### src/rtl/lcdsr_pkg.sv
// ----------------------------------------------------------------------------
// lcdsr_pkg
// Shared types, constants, microcode table and beat formatting for the
// character LCD shadow refresher.
// ----------------------------------------------------------------------------
package lcdsr_pkg;

  // Expander byte layout: bit0 RS, bit2 EN, bit3 backlight, bits 7..4 nibble
  localparam logic [7:0] BIT_RS      = 8'h01;
  localparam logic [7:0] BIT_EN      = 8'h04;
  localparam logic [7:0] BIT_BL      = 8'h08;
  localparam logic [7:0] NIBBLE_MASK = 8'hF0;
  localparam logic [7:0] SET_ADDR    = 8'h80;
  localparam logic [7:0] SPACE_CHAR  = 8'h20;
  localparam logic [7:0] BLANK_CELL  = 8'h00;

  localparam int CFG_IDX_W = 1;

  typedef enum logic [1:0] {
    CMD_WRITE   = 2'd0,
    CMD_REFRESH = 2'd1,
    CMD_CLEAR   = 2'd2,
    CMD_RAW     = 2'd3
  } cmd_t;

  typedef enum logic [CFG_IDX_W-1:0] {
    CFG_BACKLIGHT = 1'b0,
    CFG_STROBE    = 1'b1
  } cfg_idx_t;

  // Microcode
  typedef logic [3:0] step_t;

  localparam step_t STEP_IDLE   = 4'd0;
  localparam step_t STEP_WRITE  = 4'd1;
  localparam step_t STEP_CLEAR  = 4'd2;
  localparam step_t STEP_RAW    = 4'd3;
  localparam step_t STEP_START  = 4'd4;
  localparam step_t STEP_CMP    = 4'd5;
  localparam step_t STEP_ADDR   = 4'd6;
  localparam step_t STEP_DATA   = 4'd7;
  localparam step_t STEP_FLUSH  = 4'd8;
  localparam step_t STEP_SKIP   = 4'd9;
  localparam step_t STEP_FLUSH2 = 4'd10;
  localparam step_t STEP_COUNT  = 4'd11;

  typedef enum logic [3:0] {
    OP_IDLE  = 4'd0,
    OP_WRITE = 4'd1,
    OP_CLEAR = 4'd2,
    OP_RAW   = 4'd3,
    OP_START = 4'd4,
    OP_NONE  = 4'd5,
    OP_ADDR  = 4'd6,
    OP_DATA  = 4'd7,
    OP_SKIP  = 4'd8,
    OP_FLUSH = 4'd9
  } op_t;

  // Conditional jumps go to target when true, else to the next step
  typedef enum logic [2:0] {
    C_NEXT     = 3'd0,
    C_JUMP     = 3'd1,
    C_DISPATCH = 3'd2,
    C_ROW_BAD  = 3'd3,
    C_SAME     = 3'd4,
    C_MORE     = 3'd5
  } cond_t;

  typedef struct packed {
    op_t   op;
    cond_t cond;
    step_t target;
  } ucode_t;

  function automatic ucode_t ucode_rom(input step_t step);
    ucode_t w;
    unique case (step)
      STEP_IDLE:   w = '{op: OP_IDLE,  cond: C_DISPATCH, target: STEP_IDLE};
      STEP_WRITE:  w = '{op: OP_WRITE, cond: C_JUMP,     target: STEP_IDLE};
      STEP_CLEAR:  w = '{op: OP_CLEAR, cond: C_JUMP,     target: STEP_IDLE};
      STEP_RAW:    w = '{op: OP_RAW,   cond: C_JUMP,     target: STEP_IDLE};
      STEP_START:  w = '{op: OP_START, cond: C_ROW_BAD,  target: STEP_IDLE};
      STEP_CMP:    w = '{op: OP_NONE,  cond: C_SAME,     target: STEP_SKIP};
      STEP_ADDR:   w = '{op: OP_ADDR,  cond: C_NEXT,     target: STEP_IDLE};
      STEP_DATA:   w = '{op: OP_DATA,  cond: C_MORE,     target: STEP_CMP};
      STEP_FLUSH:  w = '{op: OP_FLUSH, cond: C_JUMP,     target: STEP_IDLE};
      STEP_SKIP:   w = '{op: OP_SKIP,  cond: C_MORE,     target: STEP_CMP};
      STEP_FLUSH2: w = '{op: OP_FLUSH, cond: C_JUMP,     target: STEP_IDLE};
      default:     w = '{op: OP_NONE,  cond: C_JUMP,     target: STEP_IDLE};
    endcase
    return w;
  endfunction

  function automatic step_t dispatch_step(input cmd_t cmd);
    step_t s;
    unique case (cmd)
      CMD_WRITE:   s = STEP_WRITE;
      CMD_REFRESH: s = STEP_START;
      CMD_CLEAR:   s = STEP_CLEAR;
      CMD_RAW:     s = STEP_RAW;
      default:     s = STEP_IDLE;
    endcase
    return s;
  endfunction

  // DDRAM row offsets of the 20x4 map
  function automatic logic [7:0] row_base(input logic [1:0] row);
    logic [7:0] b;
    unique case (row)
      2'd0:    b = 8'h00;
      2'd1:    b = 8'h40;
      2'd2:    b = 8'h14;
      2'd3:    b = 8'h54;
      default: b = 8'h00;
    endcase
    return b;
  endfunction

  typedef struct packed {
    logic [7:0] byte_first;
    logic [7:0] byte_second;
    logic [7:0] byte_third;
    logic [7:0] byte_fourth;
    logic       is_data;
    logic       last;
  } beat_t;

  function automatic beat_t make_beat(input logic [7:0] value, input logic data,
                                      input logic last, input logic bl,
                                      input logic stb);
    logic [7:0] hi;
    logic [7:0] lo;
    logic [7:0] flags;
    logic [7:0] light;
    logic [7:0] strobe;
    beat_t      b;
    hi     = value & NIBBLE_MASK;
    lo     = {value[3:0], 4'h0};
    flags  = data ? BIT_RS : 8'h00;
    light  = bl ? BIT_BL : 8'h00;
    strobe = stb ? BIT_EN : BIT_RS;
    b.byte_first  = hi | flags | light | strobe;
    b.byte_second = hi | flags | light;
    b.byte_third  = lo | flags | light | strobe;
    b.byte_fourth = lo | flags | light;
    b.is_data     = data;
    b.last        = last;
    return b;
  endfunction

endpackage

### src/rtl/lcdsr_in_if.sv
// ----------------------------------------------------------------------------
// lcdsr_in_if
// Command channel: valid/ready handshake with the command payload.
// ----------------------------------------------------------------------------
interface lcdsr_in_if;
  logic       valid;
  logic       ready;
  logic [1:0] command;
  logic [1:0] row;
  logic [6:0] column;
  logic [7:0] char_code;

  modport source (output valid, command, row, column, char_code, input ready);
  modport sink   (input valid, command, row, column, char_code, output ready);
endinterface

### src/rtl/lcdsr_out_if.sv
// ----------------------------------------------------------------------------
// lcdsr_out_if
// Transfer channel: valid/ready handshake with four expander bytes per beat.
// ----------------------------------------------------------------------------
interface lcdsr_out_if;
  logic       valid;
  logic       ready;
  logic [7:0] byte_first;
  logic [7:0] byte_second;
  logic [7:0] byte_third;
  logic [7:0] byte_fourth;
  logic       is_data;
  logic       last;

  modport source (output valid, byte_first, byte_second, byte_third, byte_fourth,
                  is_data, last, input ready);
  modport sink   (input valid, byte_first, byte_second, byte_third, byte_fourth,
                  is_data, last, output ready);
endinterface

### src/rtl/lcdsr_ram.sv
// ----------------------------------------------------------------------------
// lcdsr_ram
// Generic single-write, single-read RAM with registered read data.
// ----------------------------------------------------------------------------
module lcdsr_ram #(
  parameter int WIDTH = 8,
  parameter int DEPTH = 80
) (
  input  logic                     clk,
  input  logic                     we,
  input  logic [$clog2(DEPTH)-1:0] waddr,
  input  logic [WIDTH-1:0]         wdata,
  input  logic                     re,
  input  logic [$clog2(DEPTH)-1:0] raddr,
  output logic [WIDTH-1:0]         rdata
);

  logic [WIDTH-1:0] mem [DEPTH];

  always_ff @(posedge clk) begin
    if (we) begin
      mem[waddr] <= wdata;
    end
    if (re) begin
      rdata <= mem[raddr];
    end
  end

endmodule

### src/rtl/char_lcd_shadow_refresh.sv
// ----------------------------------------------------------------------------
// char_lcd_shadow_refresh
// Wanted/shown shadow buffers for a text LCD driven in 4-bit mode through a
// port expander; a refresh sends only the changed cells of one row.
// ----------------------------------------------------------------------------
// Sequence: write cell, clear and raw instruction take the accept and one
//   microcode step; the raw beat enters the output register in that step,
//   which holds while that register is full. Refresh: accept, start step,
//   per cell a compare step then skip (unchanged) or address and data steps
//   (changed), a flush step for the last beat; held while the output stalls.
// Reset: config back to backlight on / strobe on; per-cell valid flops clear
//   at once, so wanted reads as spaces and shown as zero. No clearing pass.
// ----------------------------------------------------------------------------
module char_lcd_shadow_refresh #(
  parameter int COLUMNS = 20,
  parameter int ROWS    = 4
) (
  input  logic                          clk,
  input  logic                          rst_n,
  lcdsr_in_if.sink                      in_ch,
  lcdsr_out_if.source                   out_ch,
  input  logic                          cfg_we,
  input  logic [lcdsr_pkg::CFG_IDX_W-1:0] cfg_idx,
  input  logic                          cfg_wdata
);
  import lcdsr_pkg::*;

  localparam int CELLS = ROWS * COLUMNS;
  localparam int AW    = $clog2(CELLS);
  localparam int CW    = $clog2(COLUMNS);
  // wide enough for row*COLUMNS + column with any 2-bit row, 7-bit column
  localparam int IDX_W = $clog2(3 * COLUMNS + 128);

  // sequencer
  step_t  step_r, step_nxt;
  ucode_t uc;
  logic   stall;

  // latched command fields
  logic [1:0] row_r, row_nxt;
  logic [6:0] column_r, column_nxt;
  logic [7:0] char_r, char_nxt;

  // refresh walk
  logic [CW-1:0] col_r, col_nxt;
  logic          run_r, run_nxt;     // inside a run of changed cells

  // one-beat hold so the final beat of a refresh can carry last
  logic       pend_valid_r, pend_valid_nxt;
  logic [7:0] pend_val_r, pend_val_nxt;
  logic       pend_data_r, pend_data_nxt;

  // output register
  logic  out_valid_r, out_valid_nxt;
  beat_t out_beat_r, out_beat_nxt;
  logic  slot_free;

  // config
  logic backlight_r, strobe_r;

  // per-cell valid flops (invalid wanted reads as space, invalid shown as zero)
  logic [CELLS-1:0] wv_r, wv_nxt;
  logic [CELLS-1:0] sv_r, sv_nxt;
  logic             wv_q_r, sv_q_r;

  // RAM ports
  logic           wram_we, sram_we, ram_re;
  logic [AW-1:0]  wram_waddr, rd_addr, cell_addr;
  logic [7:0]     wram_q, sram_q;

  // datapath terms
  logic [IDX_W-1:0] cell_idx, wr_idx, rd_idx, row_off;
  logic [7:0]       wanted_cell, shown_cell, addr_byte;
  logic             same, last_col, row_bad;
  beat_t            pend_beat;

  lcdsr_ram #(.WIDTH(8), .DEPTH(CELLS)) u_wanted (
    .clk   (clk),
    .we    (wram_we),
    .waddr (wram_waddr),
    .wdata (char_r),
    .re    (ram_re),
    .raddr (rd_addr),
    .rdata (wram_q)
  );

  lcdsr_ram #(.WIDTH(8), .DEPTH(CELLS)) u_shown (
    .clk   (clk),
    .we    (sram_we),
    .waddr (cell_addr),
    .wdata (wanted_cell),
    .re    (ram_re),
    .raddr (rd_addr),
    .rdata (sram_q)
  );

  assign in_ch.ready        = (step_r == STEP_IDLE);
  assign out_ch.valid       = out_valid_r;
  assign out_ch.byte_first  = out_beat_r.byte_first;
  assign out_ch.byte_second = out_beat_r.byte_second;
  assign out_ch.byte_third  = out_beat_r.byte_third;
  assign out_ch.byte_fourth = out_beat_r.byte_fourth;
  assign out_ch.is_data     = out_beat_r.is_data;
  assign out_ch.last        = out_beat_r.last;

  always_comb begin
    uc        = ucode_rom(step_r);
    slot_free = !out_valid_r || out_ch.ready;

    row_off   = IDX_W'(row_r) * IDX_W'(COLUMNS);
    cell_idx  = row_off + IDX_W'(col_r);
    cell_addr = cell_idx[AW-1:0];
    wr_idx    = row_off + IDX_W'(column_r);
    rd_idx    = (uc.op == OP_START) ? row_off : cell_idx + IDX_W'(1);
    rd_addr   = rd_idx[AW-1:0];

    wanted_cell = wv_q_r ? wram_q : SPACE_CHAR;
    shown_cell  = sv_q_r ? sram_q : BLANK_CELL;
    same        = (wanted_cell == shown_cell);
    last_col    = (col_r == CW'(COLUMNS - 1));
    row_bad     = ({1'b0, row_r} >= 3'(ROWS));
    addr_byte   = SET_ADDR | {1'b0, 7'(row_base(row_r) + 8'(col_r))};
    pend_beat   = make_beat(pend_val_r, pend_data_r, 1'b0, backlight_r, strobe_r);

    // idle holds until a command arrives; other steps hold when they must hand a beat to a full output register
    unique case (uc.op)
      OP_IDLE:           stall = !in_ch.valid;
      OP_RAW:            stall = !slot_free;
      OP_ADDR:           stall = !run_r && pend_valid_r && !slot_free;
      OP_DATA, OP_FLUSH: stall = pend_valid_r && !slot_free;
      default:           stall = 1'b0;
    endcase

    step_nxt       = step_r;
    row_nxt        = row_r;
    column_nxt     = column_r;
    char_nxt       = char_r;
    col_nxt        = col_r;
    run_nxt        = run_r;
    pend_valid_nxt = pend_valid_r;
    pend_val_nxt   = pend_val_r;
    pend_data_nxt  = pend_data_r;
    out_valid_nxt  = out_valid_r && !out_ch.ready;
    out_beat_nxt   = out_beat_r;
    wv_nxt         = wv_r;
    sv_nxt         = sv_r;
    wram_we        = 1'b0;
    wram_waddr     = wr_idx[AW-1:0];
    sram_we        = 1'b0;
    ram_re         = 1'b0;

    if (!stall) begin
      unique case (uc.op)
        OP_IDLE: begin
          row_nxt    = in_ch.row;
          column_nxt = in_ch.column;
          char_nxt   = in_ch.char_code;
        end
        OP_WRITE: begin
          if (wr_idx < IDX_W'(CELLS)) begin
            wram_we                = 1'b1;
            wv_nxt[wr_idx[AW-1:0]] = 1'b1;
          end
        end
        OP_CLEAR: wv_nxt = '0;
        OP_RAW: begin
          out_valid_nxt = 1'b1;
          out_beat_nxt  = make_beat(char_r, 1'b0, 1'b1, backlight_r, strobe_r);
        end
        OP_START: begin
          col_nxt = '0;
          run_nxt = 1'b0;
          ram_re  = !row_bad;
        end
        OP_ADDR: begin
          // set-address opens a run of changed cells
          if (!run_r) begin
            if (pend_valid_r) begin
              out_valid_nxt = 1'b1;
              out_beat_nxt  = pend_beat;
            end
            pend_valid_nxt = 1'b1;
            pend_val_nxt   = addr_byte;
            pend_data_nxt  = 1'b0;
          end
        end
        OP_DATA: begin
          if (pend_valid_r) begin
            out_valid_nxt = 1'b1;
            out_beat_nxt  = pend_beat;
          end
          pend_valid_nxt    = 1'b1;
          pend_val_nxt      = wanted_cell;
          pend_data_nxt     = 1'b1;
          sram_we           = 1'b1;
          sv_nxt[cell_addr] = 1'b1;
          run_nxt           = 1'b1;
          if (!last_col) begin
            col_nxt = col_r + CW'(1);
            ram_re  = 1'b1;
          end
        end
        OP_SKIP: begin
          run_nxt = 1'b0;
          if (!last_col) begin
            col_nxt = col_r + CW'(1);
            ram_re  = 1'b1;
          end
        end
        OP_FLUSH: begin
          if (pend_valid_r) begin
            out_valid_nxt   = 1'b1;
            out_beat_nxt    = pend_beat;
            out_beat_nxt.last = 1'b1;
            pend_valid_nxt  = 1'b0;
          end
        end
        default: ;
      endcase

      unique case (uc.cond)
        C_NEXT:     step_nxt = step_r + step_t'(1);
        C_JUMP:     step_nxt = uc.target;
        C_DISPATCH: step_nxt = dispatch_step(cmd_t'(in_ch.command));
        C_ROW_BAD:  step_nxt = row_bad ? uc.target : step_r + step_t'(1);
        C_SAME:     step_nxt = same ? uc.target : step_r + step_t'(1);
        C_MORE:     step_nxt = !last_col ? uc.target : step_r + step_t'(1);
        default:    step_nxt = STEP_IDLE;
      endcase
    end
  end

  // control state
  always_ff @(posedge clk) begin
    if (!rst_n) begin
      step_r       <= STEP_IDLE;
      run_r        <= 1'b0;
      pend_valid_r <= 1'b0;
      out_valid_r  <= 1'b0;
      wv_r         <= '0;
      sv_r         <= '0;
      col_r        <= '0;
    end else begin
      step_r       <= step_nxt;
      run_r        <= run_nxt;
      pend_valid_r <= pend_valid_nxt;
      out_valid_r  <= out_valid_nxt;
      wv_r         <= wv_nxt;
      sv_r         <= sv_nxt;
      col_r        <= col_nxt;
    end
  end

  // payload
  always_ff @(posedge clk) begin
    row_r       <= row_nxt;
    column_r    <= column_nxt;
    char_r      <= char_nxt;
    pend_val_r  <= pend_val_nxt;
    pend_data_r <= pend_data_nxt;
    out_beat_r  <= out_beat_nxt;
    if (ram_re) begin
      wv_q_r <= wv_r[rd_addr];
      sv_q_r <= sv_r[rd_addr];
    end
  end

  // config registers
  always_ff @(posedge clk) begin
    if (!rst_n) begin
      backlight_r <= 1'b1;
      strobe_r    <= 1'b1;
    end else if (cfg_we) begin
      unique case (cfg_idx_t'(cfg_idx))
        CFG_BACKLIGHT: backlight_r <= cfg_wdata;
        CFG_STROBE:    strobe_r    <= cfg_wdata;
        default: ;
      endcase
    end
  end

  // held beat never survives back to idle
  a_idle_no_pend: assert property (@(posedge clk) disable iff (!rst_n)
    step_r == STEP_IDLE |-> !pend_valid_r)
    else $error("pending beat left over in idle");

  a_col_range: assert property (@(posedge clk) disable iff (!rst_n)
    col_r <= CW'(COLUMNS - 1))
    else $error("column counter out of range");

  a_step_range: assert property (@(posedge clk) disable iff (!rst_n)
    step_r < STEP_COUNT)
    else $error("step counter outside microcode");

  // data step is only reached for a changed cell, and read data must hold
  a_data_changed: assert property (@(posedge clk) disable iff (!rst_n)
    step_r == STEP_DATA |-> !same)
    else $error("data beat for an unchanged cell");

  a_flush_last: assert property (@(posedge clk) disable iff (!rst_n)
    (uc.op == OP_FLUSH && pend_valid_r && slot_free) |=> (out_valid_r && out_beat_r.last))
    else $error("flush did not mark last");

endmodule
### src/flat_wrapper.sv
// flat-port wrapper written by rule: the top's interface ports become plain ports
module char_lcd_shadow_refresh_flat import lcdsr_pkg::*;
#(
  parameter int COLUMNS = 20,
  parameter int ROWS    = 4
)
  (clk, rst_n, cfg_we, cfg_idx, cfg_wdata, in_ch_valid, in_ch_command, in_ch_row, in_ch_column, in_ch_char_code, in_ch_ready, out_ch_valid, out_ch_byte_first, out_ch_byte_second, out_ch_byte_third, out_ch_byte_fourth, out_ch_is_data, out_ch_last, out_ch_ready);
  lcdsr_in_if in_ch_i ();
  lcdsr_out_if out_ch_i ();
  input  logic clk;
  input  logic rst_n;
  input  logic cfg_we;
  input  logic [lcdsr_pkg::CFG_IDX_W-1:0] cfg_idx;
  input  logic cfg_wdata;
  input wire logic [$bits(in_ch_i.valid)-1:0] in_ch_valid;
  input wire logic [$bits(in_ch_i.command)-1:0] in_ch_command;
  input wire logic [$bits(in_ch_i.row)-1:0] in_ch_row;
  input wire logic [$bits(in_ch_i.column)-1:0] in_ch_column;
  input wire logic [$bits(in_ch_i.char_code)-1:0] in_ch_char_code;
  output wire logic [$bits(in_ch_i.ready)-1:0] in_ch_ready;
  output wire logic [$bits(out_ch_i.valid)-1:0] out_ch_valid;
  output wire logic [$bits(out_ch_i.byte_first)-1:0] out_ch_byte_first;
  output wire logic [$bits(out_ch_i.byte_second)-1:0] out_ch_byte_second;
  output wire logic [$bits(out_ch_i.byte_third)-1:0] out_ch_byte_third;
  output wire logic [$bits(out_ch_i.byte_fourth)-1:0] out_ch_byte_fourth;
  output wire logic [$bits(out_ch_i.is_data)-1:0] out_ch_is_data;
  output wire logic [$bits(out_ch_i.last)-1:0] out_ch_last;
  input wire logic [$bits(out_ch_i.ready)-1:0] out_ch_ready;
  assign in_ch_i.valid = in_ch_valid;
  assign in_ch_i.command = in_ch_command;
  assign in_ch_i.row = in_ch_row;
  assign in_ch_i.column = in_ch_column;
  assign in_ch_i.char_code = in_ch_char_code;
  assign in_ch_ready = in_ch_i.ready;
  assign out_ch_valid = out_ch_i.valid;
  assign out_ch_byte_first = out_ch_i.byte_first;
  assign out_ch_byte_second = out_ch_i.byte_second;
  assign out_ch_byte_third = out_ch_i.byte_third;
  assign out_ch_byte_fourth = out_ch_i.byte_fourth;
  assign out_ch_is_data = out_ch_i.is_data;
  assign out_ch_last = out_ch_i.last;
  assign out_ch_i.ready = out_ch_ready;
  char_lcd_shadow_refresh #(.COLUMNS(COLUMNS), .ROWS(ROWS)) u_core (.clk(clk), .rst_n(rst_n), .in_ch(in_ch_i), .out_ch(out_ch_i), .cfg_we(cfg_we), .cfg_idx(cfg_idx), .cfg_wdata(cfg_wdata));
endmodule
### config.mk
export PLATFORM = sky130hd
export DESIGN_NAME = char_lcd_shadow_refresh_flat
export DESIGN_NICKNAME = d
export VERILOG_FILES = /design/src/rtl/lcdsr_pkg.sv /design/src/rtl/lcdsr_in_if.sv /design/src/rtl/lcdsr_out_if.sv /design/src/rtl/lcdsr_ram.sv /design/src/rtl/char_lcd_shadow_refresh.sv /design/src/flat_wrapper.sv
export SDC_FILE = /design/constraint.sdc
export NUM_CORES = 2
export LEC_CHECK = 0
export ABC_AREA = 1
export BUFFER_PORTS_ARGS = -buffer_cell sky130_fd_sc_hd__buf_2
export CAP_MARGIN = 5
export CORE_UTILIZATION = 50
export DETAILED_ROUTE_END_ITERATION = 6
export GPL_TIMING_DRIVEN = 0
export PLACE_DENSITY_LB_ADDON = 0.2
export SLEW_MARGIN = 20
export SYNTH_ARGS = -nofsm -noshare
export SYNTH_HDL_FRONTEND = slang
export SYNTH_SLANG_ARGS = --single-unit
### constraint.sdc
create_clock -name clk -period 3.8 [get_ports clk]
set_input_delay 0.19 -clock clk [delete_from_list [all_inputs] [get_ports clk]]
set_output_delay 0.19 -clock clk [all_outputs]
set_load 0.005 [all_outputs]
Word-level counts from Yosys, hierarchy flattened
Memory sizes are Yosys's and may differ from the RTL's. A register that Yosys moved wholly into a read port is not among the register bits.
Cells that the tools add are included.
- input bits: 26
- word-level logic and storage cells: 167
- register bits: 236
- bits in read-only memories: 160
- memories: 3
- bits in writable memories: 1280
- reduce and logical (&&, ||, !) cells: 37
- multiply operators: 1
- muxes and demuxes: 53
- eq/ne operators: 25
- bitwise operators: 14
- magnitude comparators: 6
- $add $sub $neg: 6
- memory list (memory ; words ; bits a word ; rd ports ; clocked after Yosys merged registers in ; write ports ; RTL line ; text):
    u_core.u_shown.mem ; 80 ; 8 ; 1 ; 1 ; 1 ; lcdsr_ram.sv:18 ; logic [WIDTH-1:0] mem [DEPTH];
    u_core.u_wanted.mem ; 80 ; 8 ; 1 ; 1 ; 1 ; lcdsr_ram.sv:18 ;
    (no name shown) ; 16 ; 10 ; 1 ; 1 ; 0 ; lcdsr_pkg.sv:78 ; unique case (step)
- operators by type and width (cell ; number):
    $or A80 B80 Y80 ; 2
    $pmux W80 S2 ; 1
    $pmux W34 S4 ; 1
    $mux W34 ; 3
    $mux W80 ; 1
    $or A8 B8 Y8 ; 6
    $pmux W7 S4 ; 1
    $lt A7 B8 Y1 const B ; 3
    $mux W8 ; 3
    $mux W1 ; 21
    $mux W4 ; 5
    $pmux W4 S5 ; 1
    $or A8 B3 Y8 ; 2
    $or A8 B4 Y8 ; 2
    $pmux W4 S4 ; 1
    $pmux W8 S2 ; 1
    $add A7 B5 Y7 ; 2
    $bmux W1 S7 ; 2
    $demux W1 S7 ; 2
    $ge A7 B1 Y1 const B ; 2
    $eq A4 B3 Y1 const B ; 3
    $reduce_and A3 Y1 ; 4
    $pmux W5 S2 ; 1
    $reduce_and A2 Y1 ; 5
    36 further kinds ; 67

Longest topological paths before layout
- depth after elaboration: 9
- depth in mapped cells: 19

Hierarchy
A second synthesis with hierarchy kept.
- cells, all modules: 5908
- area total of the unflattened synthesis: 64120.2 sq um
- by module, submodules not included (module ; area each (sq um) ; seq. area each (sq um) ; instances ; cells an instance):
    lcdsr_ram ; 26490.4 ; 19458.7 ; 2 ; 2188
    char_lcd_shadow_refresh ; 11139.4 ; 4894.7 ; 1 ; 1532

Worst setup path after synthesis
OpenSTA, ideal clock, no wires.
- kind: reg-to-reg
- start: reg u_core.row_r[1]
- end: mem u_core.u_wanted.mem[64][0], enable pin
- cell stages (with the launch flop): 8
- data required time: 3.417 ns
- data arrival time: 2.725 ns
- path buffers: 1
- path slack: 0.692 ns
- library setup time: 0.383 ns
- period minus slack after synthesis: 3.108 ns
- cell sequence: edfxtp_1 -> inv_1 -> fa_1 -> o21ai_0 -> xor2_1 -> nand3_1 -> clkbuf_1 -> nor3_1
- cells in the longest elaborated chain, start to end: 8
- RTL lines (what ; RTL line ; text):
    start: declaration ; char_lcd_shadow_refresh.sv:40 ; logic [1:0] row_r, row_nxt;
    start signal: assignment ; char_lcd_shadow_refresh.sv:256 ; row_r <= row_nxt;
    $mul A2 B3 Y5 * ; char_lcd_shadow_refresh.sv:110 ; row_off = IDX_W'(row_r) * IDX_W'(COLUMNS);
    $add A7 B7 Y8 * ; char_lcd_shadow_refresh.sv:113 ; wr_idx = row_off + IDX_W'(column_r);
    $lt A8 B7 Y1 ; char_lcd_shadow_refresh.sv:160 ; if (wr_idx < IDX_W'(CELLS)) begin
    $mux W1 ; char_lcd_shadow_refresh.sv:160 ;
    $mux W1 ; char_lcd_shadow_refresh.sv:153 ; unique case (uc.op)
    $mux W1 ; char_lcd_shadow_refresh.sv:152 ; if (!stall) begin
    $mux W1 ; lcdsr_ram.sv:21 ; if (we) begin
    $mux W1 (implied by the code) ; lcdsr_ram.sv:22 ; mem[waddr] <= wdata;
    end: declaration ; lcdsr_ram.sv:18 ;
Every way passes the cells marked *; elsewhere a longest branch is shown, timed or not.

Final worst setup path
- start: reg u_core.row_r[0]
- end: reg u_core.u_wanted.rdata[2], read port of u_core.u_wanted.mem (data pin)
- cells in the longest elaborated chain, start to end: 4
- RTL lines (what ; RTL line ; text):
    $mul A2 B3 Y5 * ; char_lcd_shadow_refresh.sv:110 ;
    $add A7 B5 Y7 ; char_lcd_shadow_refresh.sv:111 ; cell_idx = row_off + IDX_W'(col_r);
    $add A7 B1 Y7 ; char_lcd_shadow_refresh.sv:114 ; rd_idx = (uc.op == OP_START) ? row_off : cell_idx + IDX_W'(1);
    $mux W7 * ; char_lcd_shadow_refresh.sv:114 ;
    end: declaration ; lcdsr_ram.sv:15 ; output logic [WIDTH-1:0] rdata
Marks and branches as above.
A chain may end at the register's enable or synchronous reset.

==> impl_metrics.yaml <==
place:
  dp_slack_ns: -0.726
  hpwlAfterDp_mm: 172
  placed_cell_area_sq_um: 69400
  place.gp.congestion: 1.05
  numPortBuffers: 55
routing:
  firstDrtPassIters: 6
  first_iter_violations: 6821
  wl_per_cell_um: 27.9
  drcViolationCount: 0
  drt-total-wl_mm: 240
  ant_nets: 0
  viasPerCell: 5.82
  vias: 50000
worst_hold_path:
  worstHoldPathCells: 6
  holdPathEnd: "u_core.step_r[1]"
  hp-class: "input pin to flip-flop"
  min_from: "in_ch_command[0]"
clock_tree:
  clockRootBuffer: "clkbuf_16"
  clkSlewWorstSetupHoldPaths_ns: 0.06
  insertion_delay_ns: 0.83
  numCtsBuffers: 159
  cts_buffer_depth: 3
  cts_tree: "done"
  numClockSinks: 1520
  htree_levels: 4
floorplanning:
  start_util: 0.505
  row_count: 132
  boundaryPins: 62
  fp.dieH_um: 364
  core_area_sq_um: 130000
  dieArea_sq_um: 132000
  die_x_um: 364
timing:
  min_period_ns: 3.91
  clock.fmax_mhz: 256
  relSlewSlack: 0.181
  maxSlewViolCount: 0
  hold_ws_ns: 0.0490
  min_period_over_period: 1.03
  tightest_slew_ns: 1.23
  hold_viol: 0
  rsz0062_at_grt: "true"
  timing.final.ws_setup_ns: -0.106
  setup_viol: 16
  clock_skew_ns: 0.0320
critical_path:
  start_kind: "flip-flop"
  reg2reg_depth: 16
  critical_path_class: "flip-flop to flip-flop"
  r2r_slack_ns: -0.11
  end_kind: "flip-flop"
  worst-path-max-fanout: 10
  cp_num_buf_inv: 5
  crit_family: "simple AND/OR/NAND/NOR gates"
  r2r-start: "u_core.row_r[0]"
  worstPathArrival_ns: 4.47
  worst_ep_required_time_ns: 4.36
  slowest_delay_ns: 0.49
  crit_chain: "ha_1, buf_2, nand2_1, inv_1, o21ai_1, o21ai_2, inv_2, buf_6, clkbuf_4, nand3_1, nand3_1, nand3_2, nand3_1, nand2_1, nand2_1, nand2_1"
  slowest_stage: "edfxtp_1"
  crit_top_cell: "nand2_1"
  reg2reg_to: "u_core.u_wanted.rdata[2]"
layout:
  fin_area_sq_um: 75800
  final_nets: 6761
  syn2layout_area_growth_pct: 15.9
  fill_cells: 10900
  final_util: 0.585
  drive_gt1_frac: 0.121
synthesis:
  synth.area.top_cells: "edfxtp_1, nand2_1, nand3_1, dfxtp_1, inv_1"
  yosysSeqAreaShare: 0.670
  synth_top_area_frac: 0.614
  postSynthAreaPerCell_sq_um: 10.2
  synth-seq-cells: 1520
  synth_edf_count: 1337
  netlist_instances: 6387
  async_reset_ff_frac: 0
  yosys_warnings: 0
  synth_area_sq_um: 65400
  synth_top_area_cell: "edfxtp_1"
  ys_types: 47
  synthFlopType: "edfxtp_1"
status:
  failed_checks: "negative setup slack"
  status: "finished, violations left"
job:
  drv_cap: 0
power:
  vdd_drop_max_v: 0.000852
  powerDensity_nw_per_um2: 1000
  leakage_uw: 0.0303
  finalPower_uw: 75900
global_route:
  grt_overflow: 0
  grt_max_degree: 49
  first_global_vias: 46300
  antenna_found_initial: 8
  grt_usage: 0.361
  grt_pass1_wl_mm: 332
==> worst max path at each step <==
stage               startpoint                    endpoint  slack (ns)  depth (start not counted)
2_1_floorplan  u_core.row_r[1]  u_core.u_wanted.mem[64][0]        0.69                          7
3_3_place_gp     u_core.wv_q_r                u_core.uc[4]       -1.56                         14
3_5_place_dp   u_core.row_r[0]    u_core.u_wanted.rdata[2]       -0.73                         16
4_1_cts        u_core.row_r[0]     u_core.u_shown.rdata[1]       0.005                         15
5_1_grt        u_core.row_r[0]    u_core.u_wanted.rdata[2]       -0.03                         16
6_report       u_core.row_r[0]    u_core.u_wanted.rdata[2]       -0.11                         16
==> layout make-up <==
type | count | area [sq um] | share of cell area
antenna | 6 | 15.0 | 0.000198
timing repair buffer | 163 | 1950 | 0.0257
inverter | 531 | 2010 | 0.0266
sequential | 1520 | 43800 | 0.578
clock inverter | 89 | 807 | 0.0106
tap | 1742 | 2180 | 0.0288
buffer | 398 | 2150 | 0.0284
clock buffer | 203 | 4260 | 0.0562
multi-input combinational | 3939 | 18600 | 0.246
==> stage by stage <==
| step | cells | setup TNS [ns] |
|---|---|---|
| 3_3_place_gp | 8189 | -601.77 |
| 2_1_floorplan | 6392 | 0 |
| 4_1_cts | 8577 | 0 |
| 3_5_place_dp | 8250 | -221.92 |
| 6_report | 8591 | -0.851 |
| 5_1_grt | 8585 | -0.0299 |
==> cells in the mapped netlist (6+ instances only) <==
cell      count
o21ai_0     156
nand2_1    2118
nand3b_1     34
nand4_1      17
or2_1        32
dfxtp_1     183
buf_2       181
a21oi_1     143
edfxtp_1   1337
nor3_1       96
inv_2        14
o211ai_1     68
clkbuf_1    135
nor2_1      297
buf_6        11
buf_4        66
o221ai_1     16
or2_0        16
or2_2        18
o21ai_1      34
o21a_1       11
o22ai_1      48
ha_1         21
nand3_1     770
inv_1       517
nor2_4        6
==> power breakdown <==
group          internal (uW)  leakage (uW)  switching (uW)
combinational           9010        0.0143           30300
clock                   8760       0.00247            6670
sequential             20700        0.0136             422
==> routing by layer <==
metal | part of all wire | wire [um] | vias to the layer above | track usage
met5 | 0.000092 | 22 | - | 0
met4 | 0.067 | 16100 | 4 | 0.212
met3 | 0.11 | 26900 | 637 | 0.0831
met2 | 0.44 | 105000 | 2942 | 0.542
met1 | 0.39 | 92500 | 24300 | 0.482
li1 | - | - | 22100 | -
==> layout by cell type (no fill, tap or decap), types with 17 or more instances in the layout <==
master	Yosys	layout
clkbuf_16	0	163
buf_2	181	228
o21ai_0	156	155
or2_1	32	32
ha_1	21	21
nand4_1	17	17
clkbuf_2	4	25
nand3b_1	34	34
clkbuf_1	135	135
edfxtp_1	1337	1337
buf_16	0	17
nand3_1	770	752
inv_1	517	510
clkinv_2	0	26
dlygate4sd3_1	0	28
o211ai_1	68	68
nor2_1	297	284
nor3_4	1	79
clkinv_1	0	35
o21ai_1	34	35
nand2_1	2118	2113
buf_8	0	39
or2_2	18	18
dfxtp_1	183	183
a21oi_1	143	143
buf_4	66	86
o22ai_1	48	48
==> state kept, by name, indices dropped and copies added (netlist names), 6 cells and up <==
name and cells:
u_core.uc 9, u_core.out_ch.byte_third 6, u_core.column_r 7, u_core.sv_r 80
u_core.u_wanted.rdata 8, u_core.wv_r 80, u_core.u_shown.rdata 8, u_core.u_wanted.mem 640
u_core.char_r 8, u_core.u_shown.mem 640, u_core.pend_val_r 8
==> what timing repair did <==
| item | 4_1_cts | 5_1_grt |
|---|---|---|
| endpoints found under the hold margin | 31 | 0 |
| buffers inserted | 11 | 8 |
| pin swaps | 6 | 5 |
| gates resized for setup | 137 | 46 |
| endpoints found under the setup margin | 702 | 201 |
| hold buffers | 28 | 0 |
==> cells by family (layout without fill, tap and decap cells) <==
logic type      count (synthesis)  after routing  share of synthesized area
fa+ha+maj                      23             23                    0.00463
simple gates                 3420           3420                      0.220
other cells                     1             12                  0.0000573
xor+xnor                        6              6                   0.000803
buf+inv                       933           1384                     0.0621
flops                        1520           1520                      0.670
compound gates                484            484                     0.0424
==> worst register-to-register path, cell delays in order (launching register included) <==
cell and delay [ns]:
edfxtp_1 0.49, ha_1 0.34, buf_2 0.17, nand2_1 0.11
inv_1 0.07, o21ai_1 0.16, o21ai_2 0.22, inv_2 0.25
buf_6 0.27, clkbuf_4 0.34, nand3_1 0.22, nand3_1 0.22
nand3_2 0.24, nand3_1 0.20, nand2_1 0.21, nand2_1 0.12
nand2_1 0.06
No activity file was read; power rests on OpenSTA's default activity.
